===== src/design/ttc_pkg.sv =====
package ttc_pkg;

    localparam int LVL_W = 7;
    localparam int POS_W = 12;
    localparam int PROD_W = 15;

    // op codes of the input item
    localparam logic OP_START = 1'b0;
    localparam logic OP_NEXT  = 1'b1;

    typedef enum logic [2:0] {
        PH_IDLE   = 3'b001,
        PH_RING   = 3'b010,
        PH_CENTRE = 3'b100
    } t_phase;

    typedef struct packed {
        t_phase                   phase;
        logic [LVL_W-1:0]         ring_level;
        logic [1:0]               edge_sel;
        logic [2:0][LVL_W-1:0]    edge_levels;
        logic [LVL_W-1:0]         outer_step;
        logic [LVL_W-1:0]         inner_step;
        logic [POS_W-1:0]         outer_base;
        logic [POS_W-1:0]         inner_base;
    } t_walk_state;

    typedef struct packed {
        logic             tri_valid;
        logic [POS_W-1:0] corner_0;
        logic [POS_W-1:0] corner_1;
        logic [POS_W-1:0] corner_2;
        logic             last_tri;
    } t_tri;

    localparam t_walk_state WALK_RESET = '{
        phase:       PH_IDLE,
        ring_level:  '0,
        edge_sel:    '0,
        edge_levels: '0,
        outer_step:  '0,
        inner_step:  '0,
        outer_base:  '0,
        inner_base:  '0
    };

endpackage


===== src/design/ttc_walk.sv =====
module ttc_walk (
    input  logic                       i_op,
    input  logic [ttc_pkg::LVL_W-1:0]  i_inner_level,
    input  logic [ttc_pkg::LVL_W-1:0]  i_outer_level_a,
    input  logic [ttc_pkg::LVL_W-1:0]  i_outer_level_b,
    input  logic [ttc_pkg::LVL_W-1:0]  i_outer_level_c,
    input  ttc_pkg::t_walk_state       i_state,
    output ttc_pkg::t_walk_state       o_next_state,
    output ttc_pkg::t_tri              o_tri
);
    import ttc_pkg::*;

    always_comb begin
        t_walk_state      st;
        t_tri             tri_out;
        logic [LVL_W-1:0] il;
        logic [LVL_W-1:0] lv0;
        logic [LVL_W-1:0] lv1;
        logic [PROD_W-1:0] prod_o;
        logic [PROD_W-1:0] prod_i;
        logic             go_outer;

        st      = i_state;
        tri_out = '0;
        lv0     = '0;
        lv1     = '0;
        prod_o  = '0;
        prod_i  = '0;
        go_outer = 1'b0;
        il      = i_inner_level;

        if (i_op == OP_START) begin
            st = WALK_RESET;
            if (i_outer_level_a != '0 && i_outer_level_b != '0 && i_outer_level_c != '0) begin
                if (il == '0) begin
                    il = LVL_W'(1);
                end
                if (il == LVL_W'(1) && (i_outer_level_a > LVL_W'(1) ||
                        i_outer_level_b > LVL_W'(1) || i_outer_level_c > LVL_W'(1))) begin
                    il = LVL_W'(2);
                end
                st.edge_levels[0] = i_outer_level_a;
                st.edge_levels[1] = i_outer_level_b;
                st.edge_levels[2] = i_outer_level_c;
                st.ring_level     = il;
                st.inner_base     = POS_W'(i_outer_level_a) + POS_W'(i_outer_level_b)
                                  + POS_W'(i_outer_level_c) + POS_W'(1);
                // level 1 after the fixups means a lone centre triangle
                st.phase = (il > LVL_W'(1)) ? PH_RING : PH_CENTRE;
            end
        end else begin
            unique case (st.phase)
                PH_RING: begin
                    unique case (st.edge_sel)
                        2'd0:    lv0 = st.edge_levels[0];
                        2'd1:    lv0 = st.edge_levels[1];
                        default: lv0 = st.edge_levels[2];
                    endcase
                    lv1    = st.ring_level - LVL_W'(2);
                    prod_o = {{(PROD_W-LVL_W){1'b0}}, st.outer_step}
                           * {{(PROD_W-LVL_W){1'b0}}, st.ring_level};
                    prod_i = (PROD_W'(st.inner_step) + PROD_W'(1))
                           * {{(PROD_W-LVL_W){1'b0}}, lv0};
                    if (st.outer_step >= lv0) begin
                        go_outer = 1'b0;
                    end else if (st.inner_step >= lv1) begin
                        go_outer = 1'b1;
                    end else begin
                        go_outer = prod_o < prod_i;
                    end

                    tri_out.tri_valid = 1'b1;
                    if (go_outer) begin
                        tri_out.corner_0 = st.outer_base + POS_W'(st.outer_step);
                        tri_out.corner_1 = st.outer_base + POS_W'(st.outer_step) + POS_W'(1);
                        tri_out.corner_2 = st.inner_base + POS_W'(st.inner_step);
                        st.outer_step    = st.outer_step + LVL_W'(1);
                    end else begin
                        tri_out.corner_0 = st.inner_base + POS_W'(st.inner_step);
                        tri_out.corner_1 = st.outer_base + POS_W'(st.outer_step);
                        tri_out.corner_2 = st.inner_base + POS_W'(st.inner_step) + POS_W'(1);
                        st.inner_step    = st.inner_step + LVL_W'(1);
                    end

                    // edge done: move to next edge, and past the ring wrap slot
                    // after the last edge of a ring; every later edge has rows to walk
                    if (st.outer_step >= lv0 && st.inner_step >= lv1) begin
                        st.outer_base = st.outer_base + POS_W'(lv0);
                        st.inner_base = st.inner_base + POS_W'(lv1);
                        for (int i = 0; i < 3; i++) begin
                            if (st.edge_sel == 2'(i)) begin
                                st.edge_levels[i] = lv1;
                            end
                        end
                        st.outer_step = '0;
                        st.inner_step = '0;
                        if (st.edge_sel >= 2'd2) begin
                            st.edge_sel   = 2'd0;
                            st.outer_base = st.outer_base + POS_W'(1);
                            st.inner_base = st.inner_base + POS_W'(1);
                            st.ring_level = lv1;
                            if (lv1 <= LVL_W'(1)) begin
                                st.phase = (lv1 == LVL_W'(1)) ? PH_CENTRE : PH_IDLE;
                            end
                        end else begin
                            st.edge_sel = st.edge_sel + 2'd1;
                        end
                    end
                    tri_out.last_tri = (st.phase == PH_IDLE);
                end
                PH_CENTRE: begin
                    tri_out.tri_valid = 1'b1;
                    tri_out.corner_0  = st.outer_base;
                    tri_out.corner_1  = st.outer_base + POS_W'(1);
                    tri_out.corner_2  = st.outer_base + POS_W'(2);
                    tri_out.last_tri  = 1'b1;
                    st.phase          = PH_IDLE;
                end
                default: begin
                    tri_out = '0;
                end
            endcase
        end

        o_next_state = st;
        o_tri        = tri_out;
    end

endmodule


===== src/design/triangle_tess_connectivity_unit.sv =====
// Channel  Dir  Handshake                  Payload
// in       in   i_in_valid / o_in_stall    i_op, i_inner_level, i_outer_level_a/b/c
// out      out  o_out_valid / i_out_stall  o_tri_valid, o_corner_0/1/2, o_last_tri
//
// One transfer per clock on each side while that side is not stalled. A fetch
// (op = next) gives one result, from the walk state through the output
// register, or through the skid register first while the output stalls. A start gives no result.
// i_rst_n is synchronous, active low: walker idle, output and skid empty.
// A stalled output holds; one more result parks in a skid register, and the
// input stalls only while that skid register is full.
module triangle_tess_connectivity_unit #(
    parameter int MAX_LEVEL = 64
) (
    input  logic                       i_clk,
    input  logic                       i_rst_n,

    input  logic                       i_in_valid,
    output logic                       o_in_stall,
    input  logic                       i_op,
    input  logic [ttc_pkg::LVL_W-1:0]  i_inner_level,
    input  logic [ttc_pkg::LVL_W-1:0]  i_outer_level_a,
    input  logic [ttc_pkg::LVL_W-1:0]  i_outer_level_b,
    input  logic [ttc_pkg::LVL_W-1:0]  i_outer_level_c,

    output logic                       o_out_valid,
    input  logic                       i_out_stall,
    output logic                       o_tri_valid,
    output logic [ttc_pkg::POS_W-1:0]  o_corner_0,
    output logic [ttc_pkg::POS_W-1:0]  o_corner_1,
    output logic [ttc_pkg::POS_W-1:0]  o_corner_2,
    output logic                       o_last_tri
);
    import ttc_pkg::*;

    localparam logic [LVL_W-1:0] LVL_MAX = LVL_W'(MAX_LEVEL);

    t_walk_state r_state;
    t_walk_state n_state;
    t_tri        w_tri;
    t_tri        r_out;
    t_tri        r_skid;
    logic        r_out_valid;
    logic        r_skid_valid;

    logic [LVL_W-1:0] w_il;
    logic [LVL_W-1:0] w_la;
    logic [LVL_W-1:0] w_lb;
    logic [LVL_W-1:0] w_lc;
    logic             w_accept;
    logic             w_res_valid;
    logic             w_out_free;

    // levels above the maximum clamp to it
    assign w_il = (i_inner_level   > LVL_MAX) ? LVL_MAX : i_inner_level;
    assign w_la = (i_outer_level_a > LVL_MAX) ? LVL_MAX : i_outer_level_a;
    assign w_lb = (i_outer_level_b > LVL_MAX) ? LVL_MAX : i_outer_level_b;
    assign w_lc = (i_outer_level_c > LVL_MAX) ? LVL_MAX : i_outer_level_c;

    ttc_walk u_walk (
        .i_op            (i_op),
        .i_inner_level   (w_il),
        .i_outer_level_a (w_la),
        .i_outer_level_b (w_lb),
        .i_outer_level_c (w_lc),
        .i_state         (r_state),
        .o_next_state    (n_state),
        .o_tri           (w_tri)
    );

    assign o_in_stall  = r_skid_valid;
    assign w_accept    = i_in_valid && !r_skid_valid;
    // every fetch answers, also with tri_valid low
    assign w_res_valid = w_accept && (i_op == OP_NEXT);
    assign w_out_free  = !r_out_valid || !i_out_stall;

    always_ff @(posedge i_clk) begin
        if (!i_rst_n) begin
            r_state      <= WALK_RESET;
            r_out_valid  <= 1'b0;
            r_skid_valid <= 1'b0;
        end else begin
            if (w_accept) begin
                r_state <= n_state;
            end
            if (w_out_free) begin
                if (r_skid_valid) begin
                    r_out_valid  <= 1'b1;
                    r_skid_valid <= 1'b0;
                end else begin
                    r_out_valid <= w_res_valid;
                end
            end else if (w_res_valid) begin
                r_skid_valid <= 1'b1;
            end
        end
    end

    // payload, no reset
    always_ff @(posedge i_clk) begin
        if (w_out_free) begin
            if (r_skid_valid) begin
                r_out <= r_skid;
            end else if (w_res_valid) begin
                r_out <= w_tri;
            end
        end else if (w_res_valid) begin
            r_skid <= w_tri;
        end
    end

    assign o_out_valid = r_out_valid;
    assign o_tri_valid = r_out.tri_valid;
    assign o_corner_0  = r_out.corner_0;
    assign o_corner_1  = r_out.corner_1;
    assign o_corner_2  = r_out.corner_2;
    assign o_last_tri  = r_out.last_tri;

endmodule


===== config.mk =====
export PLATFORM = sky130hd
export DESIGN_NAME = triangle_tess_connectivity_unit
export DESIGN_NICKNAME = d
export VERILOG_FILES = /design/src/design/ttc_pkg.sv /design/src/design/ttc_walk.sv /design/src/design/triangle_tess_connectivity_unit.sv
export SDC_FILE = /design/constraint.sdc
export NUM_CORES = 1
export LEC_CHECK = 0
export ABC_AREA = 1
export BUFFER_PORTS_ARGS = -buffer_cell sky130_fd_sc_hd__buf_2
export CORE_MARGIN = 2
export CORE_UTILIZATION = 28
export DETAILED_ROUTE_END_ITERATION = 12
export PLACE_DENSITY_LB_ADDON = 0.3
export SETUP_SLACK_MARGIN = 0.5
export SLEW_MARGIN = 40
export SYNTH_ARGS = -nofsm -noshare
export SYNTH_HDL_FRONTEND = slang
export SYNTH_SLANG_ARGS = --single-unit
export TNS_END_PERCENT = 50

===== constraint.sdc =====
create_clock -name i_clk -period 9.45 [get_ports i_clk]
set_input_delay 0.4725 -clock i_clk [delete_from_list [all_inputs] [get_ports i_clk]]
set_output_delay 0.4725 -clock i_clk [all_outputs]
set_load 0.1 [all_outputs]

Word-level counts from Yosys, hierarchy flattened --
Cells that the tools add are included.
Word-level totals: register bits 149, word-level logic and storage cells 148, memories 0, bits of input ports 33, memory bits (writable) 0, bits in latches 0, ROM bits 0
Cells by class: multipliers 2, reductions and logical operators 28, bitwise operators 2, divide/modulo/power cells 0, $lt $le $gt $ge 15, mux-type cells 47, shift-type cells 0, equality and inequality tests 14, add/sub/neg operators 18
Operators by type and width (count):
- 71-bit 2-to-1 mux | 4
- 7-bit 2-to-1 mux | 21
- 38-bit 2-to-1 mux | 3
- 38-bit case mux with 2 select lines | 1
- 12-bit by 1-bit adder with 12-bit output, second input constant | 6
- 68-bit 2-to-1 mux | 1
- 12-bit by 7-bit adder with 12-bit output | 5
- 36-bit 2-to-1 mux | 1
- 7-bit >= comparator | 4
- 7-bit by 1-bit > comparator with 1-bit output, second input constant | 4
- 7-bit > comparator, second input constant | 4
- 24-bit 2-to-1 mux | 1
- 21-bit 2-to-1 mux | 1
- 7-bit nonzero test | 3
- 10-bit 2-to-1 mux | 2
- 4-bit AND reduction | 4
- 14-bit by 15-bit < comparator with 1-bit output | 1
- 15-bit by 7-bit multiplier with 15-bit output | 1
- 7-bit by 1-bit adder with 7-bit output, second input constant | 2
- 7-bit by 1-bit equality test with 1-bit output, second input constant | 2
- 7-bit by 7-bit multiplier with 14-bit output | 1
- 7-bit case mux with 2 select lines | 1
- 12-bit by 2-bit adder with 12-bit output, second input constant | 1
- 12-bit 2-to-1 mux | 1
- 27 further kinds | 51

Depth between registers and ports, before layout --
Gate-level depths: netlist (run 1).
depth in word-level cells 23, mapped depth 53, mapped depth without buffers 50

Cells and area by module --
A second synthesis (run 1) with hierarchy kept.
Second synthesis, totals: cells, all modules 2458, area total of the unflattened synthesis 16364.4 um^2
Modules (own cells, without submodules):
- ttc_walk | times used 1, area each 10825.4 um^2, cells an instance 1873
- triangle_tess_connectivity_unit | times used 1, area each 5539.1 um^2, cells an instance 585

Worst setup path after synthesis (run 1) --
OpenSTA, ideal clock, no wires.
path kind reg-to-reg, start point register r_state[24] (netlist name), end point register r_state[55] (netlist name), setup slack 1.677 ns, cell stages (with the launch flop) 51, period minus slack after synthesis 7.773 ns, arrival time 7.660 ns, data required time 9.337 ns, path through dfxtp_1 -> buf_2 -> inv_1 -> nor3_1 -> nand2_1 -> nor2_1 -> inv_1 -> nor2_1 -> inv_1 -> nand2_1 -> nor2_1 -> fa_1 -> inv_1 -> fa_1 -> inv_1 -> fa_1 -> inv_1 -> fa_1 -> [15 not listed] -> nand2_8 -> buf_6 -> nand2_1 -> nand2_1 -> inv_1 -> ha_1 -> a21oi_1 -> o21a_1 -> o311ai_1 -> nand3_1 -> inv_1 -> o21ai_0 -> inv_1 -> o21ai_1 -> buf_2 -> nand2_1 -> nand2_1 -> nor2_1
Between the ends: longest elaborated chain between the ends 14
Ends and longest elaborated chain:
- start, declared | RTL line triangle_tess_connectivity_unit.sv:37 | t_walk_state r_state;
- start signal, assigned | RTL line triangle_tess_connectivity_unit.sv:83 | r_state <= n_state;
- 7-bit by 1-bit adder with 8-bit output | RTL line ttc_walk.sv:62 | prod_i = (PROD_W'(st.inner_step) + PROD_W'(1))
- 15-bit by 7-bit multiplier with 15-bit output | RTL line ttc_walk.sv:63 | * {{(PROD_W-LVL_W){1'b0}}, lv0};
- 14-bit by 15-bit < comparator with 1-bit output | RTL line ttc_walk.sv:69 | go_outer = prod_o < prod_i;
- 1-bit 2-to-1 mux | RTL line ttc_walk.sv:66 | end else if (st.inner_step >= lv1) begin
- 1-bit 2-to-1 mux | RTL line ttc_walk.sv:64 | if (st.outer_step >= lv0) begin
- 1-bit 2-to-1 mux | RTL line ttc_walk.sv:52 | unique case (st.phase)
- 1-bit 2-to-1 mux | RTL line ttc_walk.sv:32 | if (i_op == OP_START) begin
- 7-bit 2-to-1 mux | RTL line ttc_walk.sv:73 | if (go_outer) begin
- 7-bit 2-to-1 mux | RTL line ttc_walk.sv:52
- 7-bit 2-to-1 mux | RTL line ttc_walk.sv:32
- 7-bit >= comparator | RTL line ttc_walk.sv:87 | if (st.outer_step >= lv0 && st.inner_step >= lv1) begin
- 1-bit logical AND (*) | RTL line ttc_walk.sv:87
- 2-bit by 1-bit != test with 1-bit output (no source line) (*)
- 4-bit AND reduction (no source line) (*)
Mark *: on every way between the ends. The rest lies on a longest branch, timed or not. The select of a mux whose other input is x is not followed. A chain may end at the register's enable or synchronous reset.

Final worst setup path (run 1) --
start point register r_state[59] (netlist name), end point register r_out, in the netlist o_last_tri (data pin)
Between the ends: longest elaborated chain between the ends 23
Ends and longest elaborated chain:
- 2-bit by 1-bit equality test with 1-bit output / 2-bit zero test (equally long branches) | RTL line ttc_walk.sv:54 | unique case (st.edge_sel)
- 7-bit case mux with 2 select lines | RTL line ttc_walk.sv:54
- 7-bit 2-to-1 mux | RTL line ttc_walk.sv:52
- 7-bit 2-to-1 mux | RTL line ttc_walk.sv:32
- 15-bit by 7-bit multiplier with 15-bit output | RTL line ttc_walk.sv:63
- 14-bit by 15-bit < comparator with 1-bit output | RTL line ttc_walk.sv:69
- 1-bit 2-to-1 mux | RTL line ttc_walk.sv:66
- 1-bit 2-to-1 mux | RTL line ttc_walk.sv:64
- [7 not listed]
- 71-bit 2-to-1 mux (*) | RTL line ttc_walk.sv:87
- 71-bit 2-to-1 mux (*) | RTL line ttc_walk.sv:52
- 71-bit 2-to-1 mux (*) | RTL line ttc_walk.sv:32
- 3-bit by 1-bit equality test with 1-bit output (*) | RTL line ttc_walk.sv:109 | tri_out.last_tri = (st.phase == PH_IDLE);
- 38-bit case mux with 2 select lines (*) | RTL line ttc_walk.sv:52
- 38-bit 2-to-1 mux (*) | RTL line ttc_walk.sv:32
- 38-bit 2-to-1 mux (*) | RTL line triangle_tess_connectivity_unit.sv:103 | end else if (w_res_valid) begin
- 38-bit 2-to-1 mux (*) | RTL line triangle_tess_connectivity_unit.sv:101 | if (r_skid_valid) begin
- end signal, assigned | RTL line triangle_tess_connectivity_unit.sv:102 | r_out <= r_skid;
- end signal, assigned | RTL line triangle_tess_connectivity_unit.sv:104 | r_out <= w_tri;
- end, declared | RTL line triangle_tess_connectivity_unit.sv:40 | t_tri r_out;
Marks and branches as above.

==> results of run 1 <==
[sequential cells by signal, summed over array words and instances (netlist names)]
register / cells
r_state: 71
r_skid: 38
o_corner_0: 12
o_corner_1: 12
o_corner_2: 12
o_in_stall: 1
o_last_tri: 1
o_out_valid: 1
o_tri_valid: 1
[power groups by stage]
stage | sequential [W] | clock, W | combinational, W
final | 0.000711 | 0.000748 | 0.000519
after global routing | 0.000713 | 0.000785 | 0.000574
after CTS | 0.000712 | 0.000759 | 0.000491
after detailed placement | 0.000726 | 0 | 0.000486
after global placement | 0.000726 | 0 | 0.000476
after floorplan | 0.000766 | 0 | 0.000328
[stage by stage]
stage	total power [W]	instances	setup WS (ns)	util, %	hold WS, ns
2_1_floorplan	0.00109	2317	1.68	-	0.471
3_3_place_gp	0.00120	3093	0.480	30.3	0.500
3_5_place_dp	0.00121	3095	0.229	30.3	0.504
4_1_cts	0.00196	3127	0.483	31.5	0.356
5_1_grt	0.00207	3144	0.516	31.9	0.373
6_report	0.00198	3144	1.15	31.9	0.370
[area by class of cell]
class	instances	area, µm²	share of cell area (%)
Clock buffer	18	429	2.40
Multi-Input combinational cell	1758	10600	59.1
Sequential cell	149	3750	20.9
Inverter	332	1260	7.05
Tap cell	756	946	5.28
Timing Repair inverter	1	7.51	0.0419
Clock inverter	14	200	1.12
Timing Repair Buffer	116	724	4.04
[what timing repair did]
action	4_1_cts	5_1_grt
endpoints found under the setup margin	35	72
gates resized for setup	2	31
pin swaps	0	2
cloned	0	3
setup buffers	0	14
[cells by family (layout without fill, tap and decap cells)]
logic type	after synthesis	after routing	share of synthesized area [%]
simple gates	1147	1149	30.6
buf+inv	412	481	10.4
compound gates	321	321	11.5
fa+ha+maj	218	218	20.0
flops	149	149	23.6
xor+xnor	70	70	3.91
[per-layer routing]
metal  up-vias  wire (µm)  global-route usage (%)
li1       7638          -                       -
met1      6996      22600                    22.1
met2       349      22800                    28.0
met3        73       1970                    2.40
met4         0       1260                    5.08
met5         -          0                       0
[cell usage after synthesis (3+ instances only)]
cell	instances	area, µm²
nand2_1	663	2490
inv_1	318	1190
nand3_1	191	956
nor2_1	190	713
ha_1	159	1990
a21oi_1	157	786
o21ai_0	83	415
edfxtp_1	76	2280
dfxtp_1	73	1460
fa_1	59	1180
xor2_1	50	438
clkbuf_1	40	150
nand4_1	37	231
buf_2	25	125
a31oi_1	23	144
nor3_1	20	100
xnor2_1	19	166
nand3b_1	14	105
inv_2	10	37.5
a21o_1	9	67.6
o21a_1	9	67.6
a22oi_1	7	52.6
o21ai_2	7	61.3
or2_2	7	43.8
buf_1	6	22.5
nor4_1	6	37.5
o211ai_1	5	37.5
buf_6	4	45.0
clkinv_1	4	15.0
nand2_2	4	25.0
nor2_2	4	25.0
buf_4	3	22.5
o21bai_1	3	22.5
[critical path: cells and delay by family (launching register included)]
family,cells,cell delay (ns)
adders and majority gates,7,3.02
DFF,1,0.41
buffers and inverters,7,0.77
xor gates and xnor gates,1,0.18
and+or+nand+nor,17,1.98
AOI/OAI and AO/OA,10,1.77
[how the worst max path moves through the flow]
stage,slack [ns],startpoint,endpoint,cells past startpoint
after floorplan,1.68,r_state[24],r_state[55],50
after global placement,0.48,r_state[60],r_state[54],42
after detailed placement,0.23,r_state[60],r_state[55],42
after CTS,0.48,r_state[60],r_state[45],40
after global routing,0.52,r_state[59],o_last_tri,43
final,1.15,r_state[59],o_last_tri,42
==> impl_metrics.tcl, run 1 <==
set metrics [dict create \
    status "finished clean" \
    synth_cells 2317 \
    start_util_pct 28.2 \
    syn_nets 2568 \
    htree_levels 4 \
    vias_per_cell 4.79 \
    period_needed_ns 8.30 \
    vdd_ir_drop_max_mv 0.138 \
    ant_nets 0 \
    placed_area_um2 17000 \
    synth_area_um2 15900 \
    routedWlPerCell_um 15.5 \
    clock_latency_ns 0.47 \
    grt_pass1_vias 14790 \
    slowest_delay_ns 0.55 \
    diodes 0 \
    cp_max_fo 7 \
    drt_iter0_markers 993 \
    worst_slew_margin_rel_pct 52.5 \
    cts_tree "done" \
    drv_slew 0 \
    min_path_type "in2reg" \
    p_sw_share_pct 34.7 \
    yosysWarnings 0 \
    clockBufferDepth 2 \
    pwr-share-clk_pct 37.8 \
    internal-power_w 0.00129 \
    r2r-end "o_last_tri" \
    core_um2 56200 \
    start_kind "register" \
    grt_first_pass_wirelength_mm 78.7 \
    p_switching_w 0.000686 \
    gp_congestion 0.892 \
    drc 0 \
    timing.setup.tns_ns 0 \
    worstReg2RegStart "r_state[59]" \
    skew_ns 0.0146 \
    post-dp-hpwl_mm 38.3 \
    port_buffers 72 \
    syn_area_per_cell_um2 6.84 \
    die_x_um 242 \
    critPathArrivalTime_ns 8.64 \
    finalSetupViolCount 0 \
    grtUsageTotal_pct 16.7 \
    ys_seq_area_share_pct 23.6 \
    drv_cap 0 \
    p_leak_nw 8.88 \
    r2r_cells 42 \
    r2r_slack_ns 1.15 \
    synth_edf_count 76 \
    tightest_slew_ns 0.708 \
    finalHoldViolations 0 \
    grt_antenna_before_repair 0 \
    final_common_cell "nand2_1" \
    grt_setup_unrepaired "no" \
    cts_hold_buf 0 \
    grt_overflow 0 \
    async_reset_ff_share_pct 0 \
    ys_types 57 \
    drtPass1Iterations 5 \
    design_area_um2 17900 \
    slowest_stage "fa_1" \
    finalCritPeriodShare_pct 87.9 \
    hold_depth 3 \
    holdCritStartpoint "i_outer_level_a[6]" \
    cts_buffers 17 \
    fmax_ghz 0.120 \
    clock_sinks 149 \
    combinationalPowerShare_pct 26.3 \
    grt_max_degree 54 \
    synth_seq_cells 149 \
    pin_count 73 \
    areaGrowthSynthToFinish_pct 12.9 \
    via_count 15056 \
    worstSetupEndpointType "register" \
    cp_common_cell "nand2_1" \
    drive_gt1_share_pct 9.30 \
    holdPathEnd "r_state[44]" \
    seqPwrFrac_pct 36.0 \
    synth_ff_type "edfxtp_1" \
    ctsRootBufferMaster "clkbuf_16" \
    wl_mm 48.6 \
    clkTransAtPathRegs_ns 0.07 \
    n_fill_cell 6132 \
    die_y_um 242 \
    pwr_density_cell_nw_per_um2 110 \
    final_cell_mix "nand2_1, inv_1, nand3_1" \
    nNetsFinal 2626 \
    core.rowCount 87 \
    die_area_um2 58500 \
    path_class "reg2reg" \
    required_ns 9.78 \
]
Power figures use the tool's default switching activity.
==> inputs of run 2 (changes only) <==
Clock period 9.45 ns to 8.92 ns, I/O delays scaled along.
==> impl_metrics.tcl, run 2 (synthesis gave the netlist of run 1 again) <==
set metrics [dict create \
    status "finished clean" \
    grt_overflow 0 \
    start_kind "register" \
    cts_tree "done" \
    crit_start "r_state[59]" \
    ant_nets 0 \
    finalSetupViolCount 0 \
    htree_levels 4 \
    finalHoldViolations 0 \
    skew_ns 0.0176 \
    finalCritPeriodShare_pct 90.2 \
    ctsRootBufferMaster "clkbuf_16" \
    final_common_cell "nand2_1" \
    slowest_stage "fa_1" \
    crit_buf_inv 9 \
    dp.cells 3108 \
    pwr_density_cell_nw_per_um2 112 \
    path_class "reg2reg" \
    grtUsageTotal_pct 16.7 \
    grt_max_degree 45 \
    core.rowCount 87 \
    port_buffers 72 \
    critPathArrivalTime_ns 8.26 \
    r2r_slack_ns 0.87 \
    required_ns 9.13 \
    gp_congestion 0.930 \
    drv_slew 0 \
    core_um2 56200 \
    clkTransAtPathRegs_ns 0.06 \
    fmax_ghz 0.124 \
    cp_max_fo 7 \
    pin_count 73 \
    grt_pass1_vias 14770 \
    stdcell_count 3168 \
    drv_cap 0 \
    cts_buffers 17 \
    clockBufferDepth 2 \
    r2r-end "o_last_tri" \
    drt_iter0_markers 1015 \
    clock_latency_ns 0.46 \
    r2r_cells 43 \
    p_leak_nw 9.00 \
    routedWlPerCell_um 15.4 \
    die_x_um 242 \
    nNetsFinal 2650 \
    regMostFlops "r_state" \
    vias_per_cell 4.81 \
    start_util_pct 28.2 \
    final_cell_mix "nand2_1, inv_1, nand3_1" \
    die_y_um 242 \
    post-dp-hpwl_mm 38.6 \
    diodes 0 \
    drc 0 \
    cp_common_cell "nand2_1" \
    hold_ws_ns 0.347 \
    n_fill_cell 6066 \
    slowest_delay_ns 0.54 \
    vdd_ir_drop_max_mv 0.145 \
    wl_mm 48.8 \
    critPathTopFamily "adder cells" \
    largest_reg_flops 71 \
    min_path_type "in2reg" \
    die_area_um2 58500 \
    tightest_slew_ns 0.671 \
    period_needed_ns 8.05 \
    worstSetupEndpointType "register" \
    drive_gt1_share_pct 11.8 \
    reg.largest.list "r_state x71, r_skid x38" \
    holdCritStartpoint "i_outer_level_a[6]" \
    drtPass1Iterations 5 \
    via_count 15224 \
    clock_sinks 149 \
    grt_setup_unrepaired "no" \
    cts_hold_buf 0 \
    hold_depth 3 \
    grt_antenna_before_repair 0 \
    holdPathEnd "r_state[44]" \
    worst_slew_margin_rel_pct 55.2 \
    worstReg2RegStart "r_state[59]" \
    areaGrowthSynthToFinish_pct 15.1 \
    grt_first_pass_wirelength_mm 78.7 \
]
[run 2: changes by cell type in the layout (fill, tap and decap cells not counted), moves of 5 or more]
cell     change
nand2_2      +5
nand2_1      -7
buf_4       +23
nor2_1       -5
ha_1         -7
nor2_2       +5
a21oi_1      -5
ha_4         +7
[run 2: through the flow]
stage / setup slack (ns) / power (W) / util, % / area (µm²) / setup TNS [ns]
after floorplan: 1.15 / 0.00116 / - / 15900 / 0
after global placement: 0.178 / 0.00128 / 30.5 / 17100 / 0
after detailed placement: -0.0462 / 0.00128 / 30.5 / 17100 / -0.280
after CTS: 0.543 / 0.00202 / 31.6 / 17700 / 0
after global routing: 0.455 / 0.00215 / 32.5 / 18300 / 0
final: 0.871 / 0.00205 / 32.5 / 18300 / 0
[run 2: what timing repair did]
action,in CTS,in global routing
buffers inserted,2,26
resized for setup,14,74
pin swaps,0,30
endpoints found under the setup margin,72,72
[run 2: how the worst max path moves through the flow]
stage,to,slack [ns],cells past startpoint
6_report,o_last_tri,0.87,43
3_3_place_gp,r_state[56],0.18,44
4_1_cts,r_state[64],0.54,44
2_1_floorplan,r_state[55],1.15,50
5_1_grt,o_last_tri,0.45,47
3_5_place_dp,r_state[57],-0.05,44
[run 2: report_power, final]
group,switching (W),internal [W],total (W)
registers,0.0000150,0.000735,0.000750
clock network,0.000310,0.000410,0.000720
logic,0.000393,0.000185,0.000578
[run 2: worst min-delay path: cells and delay by family]
family,cells,cell delay (ns)
buf+inv,1,0.15
compound gates,1,0.07
simple gates,1,0.08
[run 2: layer usage]
| metal | vias to the layer above | global-route usage (%) | wire (µm) | share of wire [%] |
|---|---|---|---|---|
| met5 | - | 0 | 0 | 0 |
| met4 | 0 | 6.05 | 1570 | 3.2 |
| met3 | 78 | 1.79 | 1950 | 4.0 |
| met2 | 367 | 28.0 | 22600 | 46 |
| met1 | 7086 | 22.1 | 22700 | 46 |
| li1 | 7693 | - | - | - |
[run 2: layout make-up]
class | count | area [µm²] | share of cell area [%]
well taps | 756 | 946 | 5.18
multi-input cells | 1756 | 10800 | 59.0
clock buffers | 19 | 433 | 2.37
clock inverters | 13 | 131 | 0.720
repair buffers | 143 | 940 | 5.15
inverters | 332 | 1260 | 6.92
flip-flops and latches | 149 | 3760 | 20.6
==> inputs of run 3 (changes only) <==
==> constraint.sdc (replaced) <==
create_clock -name i_clk -period 6.8 [get_ports i_clk]
set_input_delay 1.02 -clock i_clk [delete_from_list [all_inputs] [get_ports i_clk]]
set_output_delay 1.02 -clock i_clk [all_outputs]
set_load 0.1 [all_outputs]
==> impl_metrics.tcl, run 3 (synthesis gave the netlist of run 1 again) <==
set metrics [dict create \
    finalHoldViolations 0 \
    p_leak_nw 9.89 \
    hold_depth 2 \
    setup_ws_ns -0.680 \
    pwr_density_cell_nw_per_um2 143 \
    diodes 0 \
    gp_congestion 0.912 \
    die_area_um2 58500 \
    skew_ns 0.0129 \
    internal-power_w 0.00187 \
    ant_nets 0 \
    grtUsageTotal_pct 17.4 \
    cts_tree "done" \
    clkTransAtPathRegs_ns 0.07 \
    core.rowCount 87 \
    p_sw_share_pct 35.0 \
    htree_levels 4 \
    core_um2 56200 \
    finalCritPeriodShare_pct 110 \
    clock_sinks 149 \
    violations "setup timing" \
    finalSetupViolCount 72 \
    crit_buf_inv 10 \
    tightest_slew_ns 0.731 \
    grt_pass1_vias 15751 \
    die_y_um 242 \
    p_switching_w 0.00101 \
    die_x_um 242 \
    areaGrowthSynthToFinish_pct 27.2 \
    critPathTopFamily "adder cells" \
    min_path_type "reg2reg" \
    drtPass1Iterations 5 \
    r2r-end "o_last_tri" \
    grt_first_pass_wirelength_mm 83.0 \
    slowest_delay_ns 0.55 \
    via_count 15813 \
    path_class "reg2reg" \
    combinationalPowerShare_pct 30.1 \
    reg.largest.list "r_state x71, r_skid x38" \
    r2r_cells 44 \
    n_fill_cell 5983 \
    grt_antenna_before_repair 0 \
    port_buffers 72 \
    clock_latency_ns 0.46 \
    required_ns 7.02 \
    drv_slew 0 \
    pwr-share-clk_pct 35.9 \
    fin_total_pwr_w 0.00288 \
    fmax_ghz 0.134 \
    grt_setup_unrepaired "yes" \
    cp_max_fo 8 \
    wl_mm 50.7 \
    regMostFlops "r_state" \
    final_cell_mix "nand2_1, inv_1, buf_4" \
    post-dp-hpwl_mm 39.9 \
    timing.setup.tns_ns -44.20 \
    holdCritStartpoint "r_state[10]" \
    status "finished with violations" \
    pin_count 73 \
    seqPwrFrac_pct 34.1 \
    period_needed_ns 7.48 \
    nNetsFinal 2784 \
    drc 0 \
    worst_slew_margin_rel_pct 51.1 \
    cts_buffers 17 \
    largest_reg_flops 71 \
    design_area_um2 20200 \
    critPathArrivalTime_ns 7.70 \
    start_util_pct 28.2 \
    vdd_ir_drop_max_mv 0.185 \
    routedWlPerCell_um 15.3 \
    grt_overflow 0 \
    fin_util_pct 35.9 \
    slowest_stage "fa_1" \
    hold_ws_ns 0.504 \
    worstReg2RegStart "r_state[60]" \
    vias_per_cell 4.79 \
    holdPathEnd "r_state[10]" \
    r2r_slack_ns -0.68 \
    drive_gt1_share_pct 21.7 \
    drt_iter0_markers 968 \
    grt_max_degree 46 \
    placed_area_um2 18400 \
    final_common_cell "nand2_1" \
    drv_cap 0 \
    start_kind "register" \
    worstSetupEndpointType "register" \
    ctsRootBufferMaster "clkbuf_16" \
    clockBufferDepth 2 \
    cts_hold_buf 0 \
]
-- run 3: cell count changes in the layout (fill, tap and decap cells not counted), sizes merged --
cell / delta
buf: +130
clkinv: +3
clkinvlp: -3
bufinv: +2
a21oi: +1
clkbuf: -1
nand2: +1
o21ai: +1
-- run 3: worst max-delay path by stage --
| stage | to | slack, ns | depth (start not counted) | from |
|---|---|---|---|---|
| floorplan | r_state[45] | -0.35 | 49 | r_state[24] |
| global placement | r_state[45] | -0.81 | 42 | r_state[24] |
| detailed placement | r_state[49] | -0.88 | 42 | r_state[24] |
| CTS | r_state[44] | -0.63 | 49 | r_state[25] |
| global route | o_last_tri | -1.21 | 49 | r_state[25] |
| finish | o_last_tri | -0.68 | 44 | r_state[60] |
-- run 3: metal layers --
layer	global-route usage, %	part of all wire (%)
met3	1.82	4.1
met4	5.37	2.8
met5	0	0
met2	30.1	47
met1	22.9	46
-- run 3: cell type report --
class | instances | area (µm²) | share of cell area [%]
multi-input cells | 1759 | 11500 | 56.9
flip-flops and latches | 149 | 3750 | 18.6
repair buffers | 274 | 2090 | 10.4
inverters | 332 | 1270 | 6.28
well taps | 756 | 946 | 4.69
clock buffers | 17 | 425 | 2.11
clock inverters | 15 | 204 | 1.01
-- run 3: timing repair --
| item | 4_1_cts | 5_1_grt |
|---|---|---|
| pin swaps | 56 | 50 |
| resized for setup | 127 | 122 |
| endpoints found under the setup margin | 144 | 144 |
| buffers inserted | 16 | 5 |
| gates cloned | 2 | 4 |
-- run 3: stage by stage --
step,instances,setup slack (ns)
after floorplan,2317,-0.354
after global placement,3243,-0.805
after detailed placement,3243,-0.881
after CTS,3293,-0.634
after global routing,3302,-1.21
final,3302,-0.680
-- run 3: worst min-delay path: stages, from the launching register on --
cell	delay (ns)
dfxtp_1	0.33
nand2_1	0.09
a21oi_2	0.05
-- run 3: power by group through the flow --
stage | Sequential, W | Combinational, W | Clock, W
floorplan | 0.00106 | 0.000477 | 0
detailed placement | 0.00100 | 0.000751 | 0
CTS | 0.000982 | 0.000837 | 0.00105
global route | 0.000985 | 0.000945 | 0.00109
global placement | 0.00100 | 0.000742 | 0
finish | 0.000982 | 0.000868 | 0.00103
